### src/hw/rtl/pidf_pkg.sv
// Shared widths, register indexes, types and the saturation helper of the filtered-input PID.
package pidf_pkg;

    localparam int SAMPLE_BITS = 16;
    localparam int FRAC_BITS   = 16;
    localparam int IN_DATA_W   = ((SAMPLE_BITS + 7) / 8) * 8;
    localparam int ACC_W       = 32;
    localparam int A_W         = ACC_W + 9;
    localparam int B_W         = 18;
    localparam int PROD_W      = A_W + B_W;
    localparam int GAIN_W      = 16;
    localparam int ALPHA_W     = 17;
    localparam int ILIM_W      = 31;
    localparam int CFG_IDX_W   = 3;
    localparam int CFG_DATA_W  = 31;
    localparam int OUT_DATA_W  = 5 * ACC_W;

    localparam logic [ALPHA_W-1:0] ALPHA_ONE = ALPHA_W'(65536);

    localparam logic [CFG_IDX_W-1:0] CFG_GAIN_P      = 3'd0;
    localparam logic [CFG_IDX_W-1:0] CFG_GAIN_I      = 3'd1;
    localparam logic [CFG_IDX_W-1:0] CFG_GAIN_D      = 3'd2;
    localparam logic [CFG_IDX_W-1:0] CFG_ILIM        = 3'd3;
    localparam logic [CFG_IDX_W-1:0] CFG_ALPHA       = 3'd4;
    localparam logic [CFG_IDX_W-1:0] CFG_STEP_TIME   = 3'd5;
    localparam logic [CFG_IDX_W-1:0] CFG_STEP_RATE   = 3'd6;
    localparam logic [CFG_IDX_W-1:0] CFG_FILTER_MODE = 3'd7;

    typedef logic signed [ACC_W-1:0]  t_acc;
    typedef logic signed [A_W-1:0]    t_opa;
    typedef logic signed [B_W-1:0]    t_opb;
    typedef logic signed [PROD_W-1:0] t_prod;

    // Clip a wide signed value to the accumulator range.
    function automatic t_acc sat_acc(input t_prod v);
        t_acc res;
        if ((&v[PROD_W-1:ACC_W-1]) || !(|v[PROD_W-1:ACC_W-1])) begin
            res = v[ACC_W-1:0];
        end else if (v[PROD_W-1]) begin
            res = {1'b1, {(ACC_W-1){1'b0}}};
        end else begin
            res = {1'b0, {(ACC_W-1){1'b1}}};
        end
        return res;
    endfunction

endpackage

### src/hw/rtl/pidf_mul.sv
// Shared signed multiplier with a registered product.
module pidf_mul (
    input  logic                 i_clk,
    input  pidf_pkg::t_opa       i_a,
    input  pidf_pkg::t_opb       i_b,
    output pidf_pkg::t_prod      o_prod
);
    import pidf_pkg::*;

    t_prod r_prod;

    always_ff @(posedge i_clk) begin
        r_prod <= PROD_W'(i_a) * PROD_W'(i_b);
    end

    assign o_prod = r_prod;

endmodule

### config.mk
export PLATFORM = sky130hd
export DESIGN_NAME = pidf_mul
export DESIGN_NICKNAME = d
export VERILOG_FILES = /design/src/hw/rtl/pidf_pkg.sv /design/src/hw/rtl/pidf_mul.sv
export SDC_FILE = /design/constraint.sdc
export NUM_CORES = 2
export LEC_CHECK = 0
export BUFFER_PORTS_ARGS = -buffer_cell sky130_fd_sc_hd__buf_2
export CAP_MARGIN = 20
export CORE_MARGIN = 10
export CORE_UTILIZATION = 45
export CTS_CLUSTER_DIAMETER = 30
export DETAILED_ROUTE_END_ITERATION = 10
export PLACE_DENSITY_LB_ADDON = 0.2
export SYNTH_ARGS = -nofsm -noshare
export SYNTH_HDL_FRONTEND = slang
export SYNTH_SLANG_ARGS = --single-unit
### constraint.sdc
create_clock -name i_clk -period 6.67 [get_ports i_clk]
set_input_delay 0.667 -clock i_clk [delete_from_list [all_inputs] [get_ports i_clk]]
set_output_delay 0.667 -clock i_clk [all_outputs]
set_load 0.02 [all_outputs]
==> results.md <==
- Setup violations remaining at the end of the flow were counted as 0.
- The number of hold violations in the final report is 0.
- The number of sinks driven by the clock tree is 59.
- Global routing consumed, over all layers together, 22.3% of the routing resources.
- The cell seen most often among critical-path stages is sky130_fd_sc_hd__fa_1.
- Across the whole layout, storage elements account for 0.00118 sq mm.
- In this run the number of H-tree levels came out at 3.
- The detailed router finished its first iteration with 1076 violations.
- The die covers 0.0681 sq mm.
- The initial antenna violation count is 10.
- On the worst path, the slowest cell contributes a delay of 0.58 ns.
- The part of the Yosys area used for sequential elements is 4.52%.
- The synthesized design contains 59 register bits.
- The die is 261 um tall.
- On the final layout, the worst hold slack is 0.598 ns.
- In the global route stage, met1 resource usage came out at 27.9%.
- The largest buffer count on any clock path is 2.
- The prevailing post-synth register cell is sky130_fd_sc_hd__dfxtp_1.
- The core area is 0.0576 sq mm.
- The total wire length after detailed routing is 74.1 mm.
- The number of standard-cell rows in the floorplan is 88.
- In the finished design, the share of the clock period the worst path needs comes to 98.1%.
- The highest net fanout along the worst path is 8.
- The estimated wirelength of the detail-placed design is 63.7 mm.
- After global routing the overflow that remains totals 0.
- The number of global-route vias before repair is 22.2k.
- The routed layout has 20.2k vias.
- The routed design could run at a clock period as short as 6.54 ns.
- CTS placed an instance of sky130_fd_sc_hd__clkbuf_16 at the clock tree root.
- The post-route netlist has 18.3% of its cells at a drive strength greater than 1.
- The arrival time reported for the critical path endpoint is 6.80 ns.
- The top-level I/O count is 119.
- The average wire per cell in the routed design is 18.1 um.
- The clock tree from TritonCTS is done.
- The number of buffers added on ports is 118.
- The largest net degree at the start of global routing is 34.
- The share of synthesized registers carrying an async set or reset is 0%.
- Clock tree synthesis inserted a total of 9 buffers.
- The final layout contains 4226 nets.
- The required time of the critical path is 6.93 ns.
- Walking the worst path, the cells encountered are clkbuf_4, buf_12, buf_12, buf_12, nand2_1, fa_1, inv_1, fa_1, fa_1, fa_1, fa_1, inv_1, fa_1, inv_1, ha_1, nand2_1, nor2_1, a21oi_2, and3b_4, a211oi_4, o41ai_4, o2111ai_1, a31oi_1, xnor2_1.
- After synthesis, the mean cell area works out to 8.78 sq um.
- The first-pass iteration count of the detailed router is 5.
- STA classifies the critical path endpoint as a flop.
- Compared with the post-synthesis result, the final layout area differs by 20.9%.
- Synthesis produced 2978 cells.
- In this run the cell area of the synthesized design comes to 0.0261 sq mm.
- The filler-free cell count of the finished design is 4102.
- Measured along the x axis, the die boundary spans 261 um.
- After clock tree synthesis, the clock-pin slew on the worst setup and hold paths is 0.06 ns.
- The register with the most flip-flops in the layout has 59 of them.
- The first global-routing pass estimated 118 mm of wire.
- The worst setup path is launched from an input pin.
- The run finished with clean final reports.
- In this run, placement finished with an instance count of 4040.
- Global routing consumed, on the met3 layer, 4.99% of the routing resources.
- The number of max-slew violations in the final report came to 0.
- The cell with the biggest individual delay on the critical path is sky130_fd_sc_hd__fa_1.
- The worst relative slew slack is 61.4%.
- The number of DRC violations after detailed routing is 0.
- The number of fill cells in the layout is 5183.
- The maximum clock frequency is 153 MHz.
- The path class of the tightest hold or removal check is input pin to flop.
- The initial standard-cell utilization of the core is 45.4%.
- Yosys printed 0 warnings.
- The number of enable flip-flop cells after synthesis is 0.
- The synthesized netlist contains 63 unique library cells.
- The area of the multi-input gates is 0.0217 sq mm.
- The layer flagged by global routing as most heavily used is met2.
- The via density per instance is 4.91.
- The worst setup path is of the input pin to flop kind.
- At the pin with the least slew margin, the transition time is 0.579 ns.
- The met2 track demand over resource in global routing is 38.4%.
- The congestion estimate from routability-driven global placement came to 0.918.
- The setup TNS after final layout is 0 ns.
- The post-synthesis net count is 3874.
- The remaining antenna violation count is 0.
- The count of maximum capacitance violations is 0.
[timing repair]
action	in CTS	in global routing
pin swaps	5	71
gates resized for setup	17	215
setup endpoints to repair	13	23
gates cloned	0	9
hold buffers	0	0
buffers inserted	1	35
[layout by cell type (no fill, tap or decap), types with 32 or more instances in the layout]
| cell | count |
|---|---|
| sky130_fd_sc_hd__a21o_1 | 32 |
| sky130_fd_sc_hd__buf_2 | 92 |
| sky130_fd_sc_hd__ha_1 | 128 |
| sky130_fd_sc_hd__nor2_1 | 55 |
| sky130_fd_sc_hd__and2_1 | 195 |
| sky130_fd_sc_hd__inv_1 | 822 |
| sky130_fd_sc_hd__fa_1 | 682 |
| sky130_fd_sc_hd__nand2_1 | 528 |
| sky130_fd_sc_hd__buf_4 | 317 |
| sky130_fd_sc_hd__buf_12 | 41 |
| sky130_fd_sc_hd__dfxtp_1 | 59 |
| sky130_fd_sc_hd__a21oi_1 | 49 |
| sky130_fd_sc_hd__xnor2_1 | 39 |
[through the flow]
stage	utilization, %	instance area [sq um]	worst slack [ns]
floorplan	-	26100	0.00197
global placement	51.9	29900	-0.775
detailed placement	51.9	29900	-0.798
CTS	52.6	30300	0.00192
global route	54.9	31600	-0.0287
finish	54.9	31600	0.129
[final timing paths]
| kind | depth (start not counted) | to | from | slack (ns) |
|---|---|---|---|---|
| worst max-delay path | 24 | o_prod[58] | i_b[11] | 0.13 |
| worst min-delay path | 2 | o_prod[0] | i_b[0] | 0.60 |
[synthesized netlist by cell type (7+ instances only)]
master	number	share of area (%)
sky130_fd_sc_hd__xnor2_1	39	1.3
sky130_fd_sc_hd__nand2b_1	10	0.24
sky130_fd_sc_hd__a31oi_1	9	0.22
sky130_fd_sc_hd__and2_1	204	4.9
sky130_fd_sc_hd__nor2_1	60	0.86
sky130_fd_sc_hd__nand4_1	12	0.29
sky130_fd_sc_hd__o21ai_0	21	0.40
sky130_fd_sc_hd__nand2_1	533	7.7
sky130_fd_sc_hd__ha_1	139	6.7
sky130_fd_sc_hd__xor2_1	18	0.60
sky130_fd_sc_hd__dfxtp_1	59	4.5
sky130_fd_sc_hd__a21o_1	32	0.92
sky130_fd_sc_hd__inv_1	835	12
sky130_fd_sc_hd__fa_1	697	53
sky130_fd_sc_hd__a21oi_1	58	1.1
sky130_fd_sc_hd__nor3_1	7	0.13
sky130_fd_sc_hd__o21ai_1	12	0.23
sky130_fd_sc_hd__clkbuf_1	152	2.2
sky130_fd_sc_hd__nand3_1	9	0.17
[logic make-up after synthesis]
group                      synth area share [%]
AOI/OAI and AO/OA                          4.35
and+or+nand+nor                            14.9
xor gates and xnor gates                   1.91
adders and majority gates                  60.0
muxes                                    0.0383
DFF                                        4.52
buffers and inverters                      14.3
[worst max-delay path, delay by kind of cell]
kind                       cells  cell delay, ns
buffers and inverters          7            0.74
xor gates and xnor gates       1            0.09
and+or+nand+nor                4            0.73
AOI/OAI and AO/OA              5            1.26
adders and majority gates      7            3.31
[metal layers]
layer  wire length, um  share of wire (%)  vias up
met5                61              0.082        -
met4              2030                2.7       10
met3              5380                7.3      120
met2             36900                 50      535
met1             29700                 40    10400
li1                  -                  -     9105
[final cells by class]
class,instances,area share (%)
Multi-Input combinational cell,1925,68.6
Timing Repair Buffer,499,13.8
Inverter,836,9.93
Sequential cell,59,3.74
Tap cell,765,3.03
Clock buffer,13,0.824
Clock inverter,2,0.111
Antenna cell,3,0.0238
Power is left out: the tool's default activity adds up to more than one toggle a clock period on the data nets, which glitch-free logic cannot reach.
